[config.mk]
export PLATFORM = sky130hd
export DESIGN_NAME = multilevel_fifo_scheduler
export DESIGN_NICKNAME = d
export VERILOG_FILES = /design/src/rtl/mlfs_pkg.sv /design/src/rtl/multilevel_fifo_scheduler.sv
export SDC_FILE = /design/constraint.sdc
export NUM_CORES = 2
export LEC_CHECK = 0
export BUFFER_PORTS_ARGS = -buffer_cell sky130_fd_sc_hd__buf_2
export CAP_MARGIN = 20
export CORE_MARGIN = 5
export CORE_UTILIZATION = 49
export DETAILED_ROUTE_END_ITERATION = 8
export PLACE_DENSITY = 0.72
export SYNTH_ARGS = -nofsm -noshare
export SYNTH_HDL_FRONTEND = slang
export SYNTH_SLANG_ARGS = --single-unit
[constraint.sdc]
create_clock -name clk_i -period 3.5 [get_ports clk_i]
set_input_delay 0.175 -clock clk_i [delete_from_list [all_inputs] [get_ports clk_i]]
set_output_delay 0.175 -clock clk_i [all_outputs]
set_load 0.01 [all_outputs]
[src/rtl/mlfs_pkg.sv]
// Package for the multilevel FIFO scheduler: operation and status codes.
// No dependencies.
`timescale 1ns / 1ps
package mlfs_pkg;
  typedef enum logic [1:0] {
    OP_ENQ    = 2'd0,
    OP_DEQ    = 2'd1,
    OP_REMOVE = 2'd2,
    OP_LOOKUP = 2'd3
  } op_e;

  typedef enum logic [1:0] {
    ST_OK       = 2'd0,
    ST_NOTFOUND = 2'd1,
    ST_BADPRIO  = 2'd2,
    ST_FULL     = 2'd3
  } status_e;
endpackage

[src/rtl/multilevel_fifo_scheduler.sv]
// Top level of the multilevel FIFO scheduler: sequencer, entry pool, list heads.
// Depends on mlfs_pkg.
`timescale 1ns / 1ps
// Holds thread ids in one FIFO per priority level over a shared pool of CAPACITY
// entries. One item is worked at a time; in_stall_o is high while busy. Enqueue
// reads a free slot and then links it. Dequeue scans for the first busy level,
// reads its head entry, unlinks it and frees it; an empty dequeue ends after the
// scan. Remove and lookup walk the lists entry by entry through the single pool
// read port, reading and then comparing each entry. A result waits in the output
// register; the next item is taken while it waits. After reset the free list is
// rebuilt by a pass over all CAPACITY entries, during which no item is taken.
module multilevel_fifo_scheduler
  import mlfs_pkg::*;
#(
  parameter int NUM_LEVELS = 8,
  parameter int CAPACITY   = 64
) (
  input  logic        clk_i,
  input  logic        rst_ni,
  input  logic        in_valid_i,
  output logic        in_stall_o,
  input  logic [1:0]  operation_i,
  input  logic [15:0] thread_id_i,
  input  logic [3:0]  priority_req_i,
  output logic        out_valid_o,
  input  logic        out_stall_i,
  output logic [1:0]  status_o,
  output logic [15:0] result_id_o,
  output logic [3:0]  result_level_o,
  output logic [6:0]  occupancy_o
);
  localparam int AW = (CAPACITY > 1) ? $clog2(CAPACITY) : 1;
  localparam int LW = $clog2(NUM_LEVELS);
  localparam int CW = $clog2(CAPACITY + 1);

  localparam logic [3:0] S_INIT = 4'd0, S_IDLE = 4'd1, S_ENQ = 4'd2, S_ENQ2 = 4'd3,
    S_DSCAN = 4'd4, S_DRD = 4'd5, S_DFIN = 4'd6, S_LVL = 4'd7, S_RD = 4'd8,
    S_CMP = 4'd9, S_RLINK = 4'd10, S_RFIN = 4'd11, S_DONE = 4'd12, S_FREE = 4'd13;

  logic [15:0]   ids_mem [CAPACITY];
  logic [AW-1:0] link_mem [CAPACITY];
  logic [AW-1:0] free_mem [CAPACITY];
  logic [AW-1:0] heads_q [NUM_LEVELS];
  logic [AW-1:0] tails_q [NUM_LEVELS];
  logic [NUM_LEVELS-1:0] nonempty_q;
  logic [LW-1:0] base_q;
  logic [CW-1:0] count_q;

  logic [3:0]    state_q;
  logic [1:0]    op_q;
  logic [15:0]   id_q;
  logic [LW:0]   lvl_q;     // logical level counter (one extra bit for end)
  logic [AW-1:0] cur_q, prev_q;
  logic          hasprev_q;
  logic [CW-1:0] init_q;
  logic [15:0]   rd_id_q;
  logic [AW-1:0] rd_link_q, rd_free_q;
  logic          out_valid_q;
  logic [1:0]    st_q;
  logic [15:0]   rid_q;
  logic [3:0]    rlvl_q;

  logic [LW-1:0] phys;
  logic [LW:0]   psum;
  assign psum = {1'b0, base_q} + lvl_q;
  assign phys = (psum >= (LW+1)'(NUM_LEVELS)) ?
                LW'(psum - (LW+1)'(NUM_LEVELS)) : psum[LW-1:0];

  assign in_stall_o = (state_q != S_IDLE);
  logic accept;
  assign accept = in_valid_i && !in_stall_o;

  // pool read address
  logic [AW-1:0] rd_addr;
  logic [AW-1:0] free_rd;
  always_comb begin
    rd_addr = cur_q;
    free_rd = AW'(CAPACITY - 1) - AW'(count_q);
  end

  always_ff @(posedge clk_i) begin
    rd_id_q   <= ids_mem[rd_addr];
    rd_link_q <= link_mem[rd_addr];
    rd_free_q <= free_mem[free_rd];
  end

  // single write port per memory, driven by sequencer
  logic          wid_en, wlink_en, wfree_en;
  logic [AW-1:0] wid_a, wlink_a, wfree_a, wlink_d, wfree_d;
  always_ff @(posedge clk_i) begin
    if (wid_en)   ids_mem[wid_a]   <= id_q;
    if (wlink_en) link_mem[wlink_a] <= wlink_d;
    if (wfree_en) free_mem[wfree_a] <= wfree_d;
  end

  logic [AW-1:0] nfree_a;
  assign nfree_a = AW'(CAPACITY) - AW'(count_q);

  always_comb begin
    wid_en = 1'b0; wlink_en = 1'b0; wfree_en = 1'b0;
    wid_a = rd_free_q; wlink_a = tails_q[phys]; wlink_d = rd_free_q;
    wfree_a = nfree_a; wfree_d = cur_q;
    unique case (state_q)
      S_INIT: begin
        wfree_en = 1'b1; wfree_a = init_q[AW-1:0]; wfree_d = init_q[AW-1:0];
      end
      S_ENQ2: begin
        wid_en   = 1'b1;
        wlink_en = nonempty_q[phys];
      end
      S_RLINK: begin
        wlink_en = 1'b1; wlink_a = prev_q; wlink_d = rd_link_q;
      end
      S_FREE: wfree_en = (count_q != '0);
      default: ;
    endcase
  end

  always_ff @(posedge clk_i or negedge rst_ni) begin
    if (!rst_ni) begin
      state_q     <= S_INIT;
      init_q      <= '0;
      nonempty_q  <= '0;
      base_q      <= '0;
      count_q     <= '0;
      out_valid_q <= 1'b0;
    end else begin
      if (out_valid_q && !out_stall_i && state_q != S_DONE) out_valid_q <= 1'b0;
      unique case (state_q)
        S_INIT: begin
          init_q <= init_q + 1'b1;
          if (init_q == CW'(CAPACITY - 1)) state_q <= S_IDLE;
        end
        S_IDLE: if (accept) begin
          op_q <= operation_i; id_q <= thread_id_i;
          lvl_q <= '0; st_q <= ST_NOTFOUND; rid_q <= '0; rlvl_q <= '0;
          unique case (operation_i)
            OP_ENQ: begin
              if ({1'b0, priority_req_i} >= 5'(NUM_LEVELS)) begin
                st_q <= ST_BADPRIO; state_q <= S_DONE;
              end else if (count_q >= CW'(CAPACITY)) begin
                st_q <= ST_FULL; state_q <= S_DONE;
              end else begin
                lvl_q <= (LW+1)'(priority_req_i); state_q <= S_ENQ;
              end
            end
            OP_DEQ:  state_q <= S_DSCAN;
            default: state_q <= S_LVL;
          endcase
        end
        S_ENQ: state_q <= S_ENQ2;  // free slot read lands
        S_ENQ2: begin
          if (!nonempty_q[phys]) heads_q[phys] <= rd_free_q;
          tails_q[phys] <= rd_free_q;
          nonempty_q[phys] <= 1'b1;
          count_q <= count_q + 1'b1;
          st_q <= ST_OK;
          state_q <= S_DONE;
        end
        S_DSCAN: begin
          if (lvl_q == (LW+1)'(NUM_LEVELS)) state_q <= S_DONE;
          else if (nonempty_q[phys]) begin
            base_q <= phys; rlvl_q <= 4'(lvl_q); lvl_q <= '0;
            cur_q <= heads_q[phys]; state_q <= S_DRD;
          end else lvl_q <= lvl_q + 1'b1;
        end
        S_DRD: state_q <= S_DFIN;
        S_DFIN: begin
          rid_q <= rd_id_q; st_q <= ST_OK;
          if (cur_q == tails_q[phys]) nonempty_q[phys] <= 1'b0;
          else heads_q[phys] <= rd_link_q;
          state_q <= S_FREE;
        end
        S_LVL: begin
          if (lvl_q == (LW+1)'(NUM_LEVELS)) state_q <= S_DONE;
          else if (nonempty_q[phys]) begin
            cur_q <= heads_q[phys]; hasprev_q <= 1'b0; state_q <= S_RD;
          end else lvl_q <= lvl_q + 1'b1;
        end
        S_RD: state_q <= S_CMP;
        S_CMP: begin
          if (rd_id_q == id_q) begin
            rid_q <= id_q; rlvl_q <= 4'(lvl_q); st_q <= ST_OK;
            if (op_q == OP_REMOVE) begin
              if (!hasprev_q) begin
                if (cur_q == tails_q[phys]) nonempty_q[phys] <= 1'b0;
                else heads_q[phys] <= rd_link_q;
                state_q <= S_FREE;
              end else state_q <= S_RLINK;
            end else state_q <= S_DONE;
          end else if (cur_q == tails_q[phys]) begin
            lvl_q <= lvl_q + 1'b1; state_q <= S_LVL;
          end else begin
            prev_q <= cur_q; hasprev_q <= 1'b1; cur_q <= rd_link_q; state_q <= S_RD;
          end
        end
        S_RLINK: begin
          if (cur_q == tails_q[phys]) tails_q[phys] <= prev_q;
          state_q <= S_FREE;
        end
        S_FREE: begin
          if (count_q != '0) count_q <= count_q - 1'b1;
          state_q <= S_DONE;
        end
        S_DONE: if (!out_valid_q || !out_stall_i) begin
          out_valid_q <= 1'b1; state_q <= S_IDLE;
        end
        default: state_q <= S_IDLE;
      endcase
    end
  end

  logic [6:0] occ_q;
  always_ff @(posedge clk_i)
    if (state_q == S_DONE && (!out_valid_q || !out_stall_i)) begin
      status_o <= st_q; result_id_o <= rid_q; result_level_o <= rlvl_q;
      occ_q <= 7'(count_q);
    end
  assign occupancy_o = occ_q;
  assign out_valid_o = out_valid_q;
endmodule

==> Word-level counts from Yosys, hierarchy flattened <==
Memory sizes are Yosys's and may differ from the RTL's. A register that Yosys moved wholly into a read port is not among the register bits.
Index checks and enable logic that the tools add are counted.
{ "op_classes": {"add_sub_neg": 8, "n_lt_le_gt_ge": 5, "eq_ne": 39, "n_mux": 96, "bitwise_logic": 9, "n_reduce_logical": 41} }
{ "ops": {"columns": ["cell", "count"], "rows": [
  ["4-bit two-way mux", 26],
  ["6-bit two-way mux", 11],
  ["16-bit one-hot mux with 3 select lines", 1],
  ["4-bit one-hot mux with 11 select lines", 1],
  ["16-bit two-way mux", 2],
  ["8-bit two-way mux", 4],
  ["2-bit != test, second input constant", 16],
  ["1-bit two-way mux", 31],
  ["4-bit equality test, second input constant", 6],
  ["8-bit one-hot mux with 3 select lines", 1],
  ["6-bit AND reduction", 3],
  ["16-bit equality test", 1],
  ["4-bit by 3-bit equality test with 1-bit output, second input constant", 4],
  ["4-bit one-hot mux with 4 select lines", 1],
  ["4-bit AND reduction", 4],
  ["7-bit by 1-bit adder with 7-bit output, second input constant", 2],
  ["7-bit one-hot mux with 2 select lines", 1],
  ["4-bit one-hot mux with 3 select lines", 1],
  ["6-bit one-hot mux with 2 select lines", 1],
  ["3-bit nonzero test", 4],
  ["1-bit logical AND", 10],
  ["2-bit two-way mux", 5],
  ["8-bit bitwise AND", 1],
  ["4-bit by 2-bit equality test with 1-bit output, second input constant", 2],
  ["42 further kinds", 59]
]} }
{ "totals": {"register_bits": 116, "ram_bits": 1888, "in_bits": 26, "mem_count": 5} }
{ "memory_table": {"columns": ["memory", "depth", "width", "rd", "rd_ports_with_merged_regs", "write_ports", "line", "rtl"], "rows": [
  ["ids_mem", 64, 16, 1, 1, 1, "multilevel_fifo_scheduler.sv:40", "logic [15:0] ids_mem [CAPACITY];"],
  ["free_mem", 64, 6, 1, 1, 1, "multilevel_fifo_scheduler.sv:42", "logic [AW-1:0] free_mem [CAPACITY];"],
  ["link_mem", 64, 6, 1, 1, 1, "multilevel_fifo_scheduler.sv:41", "logic [AW-1:0] link_mem [CAPACITY];"],
  ["heads_q", 8, 6, 1, 0, 1, "multilevel_fifo_scheduler.sv:43", "logic [AW-1:0] heads_q [NUM_LEVELS];"],
  ["tails_q", 8, 6, 1, 0, 1, "multilevel_fifo_scheduler.sv:44", "logic [AW-1:0] tails_q [NUM_LEVELS];"]
]} }

==> Logic depth before layout (Yosys ltp) <==
{ "depth": {"word_depth": 14, "ltp_mapped": 12} }

==> Worst setup path before layout <==
OpenSTA, ideal clock, no wires.
{ "synth_timing": {"path_kind": "reg2reg", "startpoint": "register lvl_q[0]", "endpoint": "memory link_mem[29][0] in the netlist's numbering (enable)", "setup_time_ps": 377, "arrival_ps": 3320, "required_time_ps": 3123, "setup_slack_ps": -197, "stages_incl_launch_ff": 12, "n_path_buf": 2, "period_less_slack_ps": 3697, "path_cell_list": "edfxtp_1 -> ha_1 -> inv_1 -> fa_1 -> clkbuf_1 -> clkbuf_1 -> mux4_2 -> mux2i_1 -> nand2_1 -> o21a_1 -> or3_1 -> nor3_1"} }
{ "synth_between": {"elab_chain_cells": 8} }
{ "synth_lines": {"columns": ["item", "line", "rtl"], "rows": [
  ["start, declared", "multilevel_fifo_scheduler.sv:52", "logic [LW:0] lvl_q;"],
  ["start signal, assigned", "multilevel_fifo_scheduler.sv:165", "end else lvl_q <= lvl_q + 1'b1;"],
  ["start signal, assigned", "multilevel_fifo_scheduler.sv:178", "end else lvl_q <= lvl_q + 1'b1;"],
  ["3-bit by 4-bit adder with 4-bit output *", "multilevel_fifo_scheduler.sv:65", "assign psum = {1'b0, base_q} + lvl_q;"],
  ["4-bit >= comparator / 3-bit by 1-bit subtractor with 3-bit output (equally long branches)", "multilevel_fifo_scheduler.sv:66, multilevel_fifo_scheduler.sv:67", null],
  ["3-bit two-way mux *", "multilevel_fifo_scheduler.sv:66", "assign phys = (psum >= (LW+1)'(NUM_LEVELS)) ?"],
  ["1-bit binary-select mux with 3-bit select", "multilevel_fifo_scheduler.sv:109", "wlink_en = nonempty_q[phys];"],
  ["1-bit two-way mux (implied by the code)", "multilevel_fifo_scheduler.sv:109", null],
  ["1-bit one-hot mux with 2 select lines", "multilevel_fifo_scheduler.sv:103", "unique case (state_q)"],
  ["1-bit two-way mux", "multilevel_fifo_scheduler.sv:92", "if (wlink_en) link_mem[wlink_a] <= wlink_d;"],
  ["1-bit two-way mux (implied by the code)", "multilevel_fifo_scheduler.sv:92", null],
  ["end, declared", "multilevel_fifo_scheduler.sv:41", null]
]} }
Mark *: on every way between the ends. The rest lies on a longest branch, timed or not. The select of a mux whose other input is x is not followed.

==> Worst setup path in the final report <==
{ "layout_timing": {"startpoint": "register lvl_q[0]", "endpoint": "register lvl_q[3] (enable)"} }
{ "layout_between": {"elab_chain_cells": 7} }
{ "layout_lines": {"columns": ["item", "line"], "rows": [
  ["3-bit by 4-bit adder with 4-bit output", "multilevel_fifo_scheduler.sv:65"],
  ["4-bit >= comparator / 3-bit by 1-bit subtractor with 3-bit output (equally long branches)", "multilevel_fifo_scheduler.sv:66, multilevel_fifo_scheduler.sv:67"],
  ["3-bit two-way mux", "multilevel_fifo_scheduler.sv:66"],
  ["memory 8 x 6 bit / 1-bit binary-select mux with 3-bit select (equally long branches)", null],
  ["6-bit equality test / 1-bit two-way mux (equally long branches)", "multilevel_fifo_scheduler.sv:191, multilevel_fifo_scheduler.sv:176"],
  ["2-bit != test (no source line)", null],
  ["8-bit AND reduction (no source line) *", null]
]} }
Marks and branches as above.
A chain may end at the register's enable or synchronous reset.

==> impl_metrics.prom <==
# TYPE chip_impl_metric gauge
chip_impl_info{name="run_status",value="completed"} 1
chip_impl_metric{name="clock_tree.htree_level_count",unit=""} 4
chip_impl_metric{name="synth-seq-cells",unit=""} 2032
chip_impl_metric{name="largest_net_degree_at_the_start_of_global_routing",unit=""} 80
chip_impl_info{name="worstPathCellList",value="ha_2 -> inv_1 -> fa_2 -> buf_12 -> mux4_2 -> mux2i_1 -> xor2_1 -> nand4_4 -> or3b_1 -> a21oi_1 -> buf_4"} 1
chip_impl_metric{name="yosys.cell_types.count",unit=""} 72
chip_impl_metric{name="fmaxAchievable",unit="GHz"} 0.293
chip_impl_metric{name="finalWorstPathRequiredPeriod",unit="ns"} 3.42
chip_impl_metric{name="p_sw_share",unit="%"} 28.1
chip_impl_metric{name="pwr-share-comb",unit="%"} 20.5
chip_impl_metric{name="floorplan.rows",unit=""} 147
chip_impl_metric{name="global_router_s_overall_resource_usage",unit="%"} 22.0
chip_impl_metric{name="die_y",unit="um"} 411
chip_impl_info{name="mostFrequentLayoutCell",value="edfxtp_1"} 1
chip_impl_metric{name="n_fill_cell",unit=""} 11500
chip_impl_metric{name="synthesis.nets",unit=""} 3570
chip_impl_metric{name="worst-endpoint-required",unit="ns"} 4.02
chip_impl_metric{name="synth_edf_count",unit=""} 1974
chip_impl_metric{name="worst-slew-pin-transition",unit="ns"} 0.885
chip_impl_metric{name="worst-path-max-fanout",unit=""} 13
chip_impl_info{name="synth_top_area_cell",value="edfxtp_1"} 1
chip_impl_info{name="worstSetupPathType",value="flip-flop to flip-flop"} 1
chip_impl_metric{name="ir_drop",unit="mV"} 0.660
chip_impl_info{name="tritoncts",value="done"} 1
chip_impl_metric{name="num-nets-final",unit=""} 3973
chip_impl_metric{name="max-slew-margin-rel",unit="%"} 40.9
chip_impl_metric{name="drtIter0Drc",unit=""} 4626
chip_impl_metric{name="wl",unit="um"} 184000
chip_impl_metric{name="seq_power_share",unit="%"} 47.0
chip_impl_metric{name="number_of_global_route_vias_before_repair",unit=""} 39200
chip_impl_metric{name="remaining_number_of_nets_flagged_by_the_antenna_check_after_routing",unit=""} 0
chip_impl_metric{name="clock_tree.buffer_depth",unit=""} 3
chip_impl_info{name="holdCritPathClass",value="input port to flip-flop"} 1
chip_impl_metric{name="detail_route.drc_violations",unit=""} 0
chip_impl_info{name="top_reg_cell_synth",value="edfxtp_1"} 1
chip_impl_metric{name="gp_congestion",unit=""} 0.865
chip_impl_metric{name="switching_power",unit="uW"} 18000
chip_impl_metric{name="synth_area",unit="um2"} 79000
chip_impl_metric{name="slew_violations",unit=""} 0
chip_impl_info{name="timing.critical_path.from_type",value="flip-flop"} 1
chip_impl_metric{name="drv.max_cap_violation_count",unit=""} 0
chip_impl_metric{name="detailed_place_hpwl",unit="um"} 112000
chip_impl_info{name="critical_path.endpoint_type",value="flip-flop"} 1
chip_impl_metric{name="clkLatencyLatePin",unit="ns"} 0.84
chip_impl_metric{name="layout-area-overhead-vs-synth",unit="%"} 15.3
chip_impl_metric{name="grt-ovfl-total",unit=""} 0
chip_impl_metric{name="post_synth.cell_area_avg",unit="um2"} 22.4
chip_impl_metric{name="route.detailed.vias_per_inst",unit=""} 6.08
chip_impl_metric{name="cts-buffers-inserted",unit=""} 196
chip_impl_metric{name="drt_first_pass_iters",unit=""} 6
chip_impl_metric{name="layout.area.seq",unit="um2"} 60600
chip_impl_metric{name="yosys_warnings",unit=""} 0
chip_impl_metric{name="initial_utilization",unit="%"} 49.2
chip_impl_metric{name="dp_slack",unit="ns"} -0.0839
chip_impl_metric{name="synthDominantCellAreaShare",unit="%"} 75.0
chip_impl_metric{name="report.final.setup_viol",unit=""} 0
chip_impl_metric{name="grt_pass1_wl",unit="um"} 272000
chip_impl_metric{name="p_clk_share",unit="%"} 32.5
chip_impl_metric{name="synth_sequential_area_ratio",unit="%"} 76.7
chip_impl_info{name="rsz0062_at_grt",value="yes"} 1
chip_impl_metric{name="core-area",unit="um2"} 160000
chip_impl_metric{name="period_share",unit="%"} 97.6
chip_impl_metric{name="floorplan.die.width",unit="um"} 411
chip_impl_metric{name="dr_total_vias",unit=""} 38100
chip_impl_metric{name="detailed_route_wire_length_per_cell",unit="um"} 29.4
chip_impl_metric{name="clock_pin_slew_worst_setup_and_hold_paths",unit="ns"} 0.06
chip_impl_metric{name="hold_viol",unit=""} 0
chip_impl_metric{name="antenna_found_initial",unit=""} 4
chip_impl_info{name="synthTopCellsByArea",value="edfxtp_1, mux4_2, nor2_1, dfrtp_1, dfxtp_1"} 1
chip_impl_metric{name="totalNegativeSetupSlack",unit="ns"} 0
chip_impl_metric{name="synth_instances",unit=""} 3532
chip_impl_metric{name="power_density",unit="nW/um2"} 703
chip_impl_metric{name="share_of_synthesized_flip_flops_with_an_asynchronous_set_or_reset",unit="%"} 1.48
chip_impl_info{name="cts.root.buffer_cell",value="clkbuf_16"} 1
chip_impl_info{name="critical-path-slowest-cell",value="fa_2"} 1
chip_impl_info{name="most-common-layout-cells",value="edfxtp_1, mux4_2, buf_4, clkbuf_16, nor2_1"} 1
chip_impl_metric{name="drive_gt1_share",unit="%"} 33.6
chip_impl_metric{name="clkSinkCount",unit=""} 2032
chip_impl_metric{name="area_used_by_multi_input_combinational_logic",unit="um2"} 18000
chip_impl_metric{name="max_stage_delay",unit="ns"} 0.57
chip_impl_metric{name="design.portCount",unit=""} 57
chip_impl_metric{name="cell_internal_pwr",unit="uW"} 46000
chip_impl_metric{name="cp_data_arrival_time",unit="ns"} 3.94
chip_impl_metric{name="dieArea",unit="um2"} 169000
chip_impl_metric{name="cellLeakagePower",unit="uW"} 0.0286
chip_impl_metric{name="final.setup.worst_slack",unit="ns"} 0.0829
chip_impl_metric{name="fin_skew",unit="ns"} 0.0749
chip_impl_metric{name="numPortBuffers",unit=""} 56
## registers in the layout, indices dropped and copies added (netlist names), 3 cells and up, named ones only
register and count:
ids_mem 1024, base_q 3, rd_link_q 6, rd_id_q 16
link_mem 384, state_q 4, init_q 7, occupancy_o 7
free_mem 384, tails_q 48, lvl_q 4, cur_q 6
rlvl_q 4, count_q 7, id_q 16, rid_q 16
heads_q 48, rd_free_q 6, result_level_o 4, prev_q 6
result_id_o 16
## worst max-delay path, delay by kind of cell (launching register included)
family | cells | cell delay (ns)
flip-flops | 1 | 0.35
buffers and inverters | 3 | 0.35
AND/OR/NAND/NOR | 2 | 0.70
adder cells (fa/ha/maj) | 2 | 0.74
multiplexers | 2 | 0.54
XOR/XNOR | 1 | 0.27
AO/OA/AOI/OAI | 1 | 0.18
## cell usage after synthesis (8+ instances only)
cell / instances
nand3_1: 30
buf_2: 44
o21ai_0: 27
edfxtp_1: 1974
nand3b_1: 8
a21oi_1: 31
dfrtp_1: 30
mux4_2: 608
inv_1: 15
xnor2_1: 9
ha_1: 10
nand2_1: 113
nor2b_1: 15
nand4_1: 10
mux2i_1: 9
buf_1: 20
nor2_1: 245
nor4_1: 8
xor2_1: 31
dfxtp_1: 28
nor3_1: 24
clkbuf_1: 110
a22o_1: 17
mux2_1: 10
## power groups by stage
stage	Combinational [uW]	Clock, uW	Sequential (uW)
after floorplan	7480	0	30400
after global placement	12500	0	30600
after detailed placement	12700	0	30600
after CTS	12900	21100	30100
after global routing	13900	22200	30100
final	13100	20800	30100
## final cells by class
cell class	instances	share of cell area, %
Antenna cell	2	0.00550
Tap cell	2160	2.97
Clock inverter	107	1.22
Clock buffer	253	5.77
Sequential cell	2032	66.5
Timing Repair Buffer	382	3.63
Inverter	17	0.0701
Multi-Input combinational cell	1306	19.8
## routing by layer
metal	vias to the layer above	track usage, %	wire length [um]
li1	15600	-	-
met1	20000	30.0	69500
met2	2011	36.0	91800
met3	385	4.25	16000
met4	2	7.57	6930
met5	-	0	16
## timing repair
item / CTS / global route
buffers inserted: 0 / 2
resized for setup: 30 / 66
endpoints found under the hold margin: 67 / 0
pin swaps: 0 / 5
endpoints found under the setup margin: 269 / 485
hold buffers: 26 / 0
## logic make-up (layout without fill, tap and decap cells)
group,Yosys count,in the layout,synth area share (%)
AOI/OAI and AO/OA,130,130,1.11
xor gates and xnor gates,43,43,0.515
adders and majority gates,12,12,0.209
buffers and inverters,194,759,1.01
DFF,2032,2032,76.7
muxes,636,636,17.7
other,0,2,0
and+or+nand+nor,485,485,2.70
## stage by stage
stage,hold slack (ns),utilization (%),std cells,cell area (um2),power (uW)
after floorplan,-0.121,-,3532,79000,37900
after global placement,0.192,52.4,5869,84100,43000
after detailed placement,0.202,52.4,5869,84100,43300
after CTS,0.0127,56.6,6255,90800,64000
after global routing,0.0558,56.8,6257,91100,66300
final,0.0668,56.8,6259,91100,64000
## path summary, 6_finish.rpt
path	from	endpoint	slack [ns]	depth (start not counted)
worst max-delay path	lvl_q[0]	lvl_q[3]	0.08	11
worst min-delay path	thread_id_i[3]	id_q[3]	0.07	2
worst max register to register	lvl_q[0]	lvl_q[3]	0.08	11
worst min register to register	rid_q[8]	result_id_o[8]	0.42	0
max in group asynchronous	rst_ni	count_q[1]	1.89	4
min in group asynchronous	rst_ni	asynchronous set/reset pin	0.80	3
Note: power is estimated with default switching activity, not from simulation.
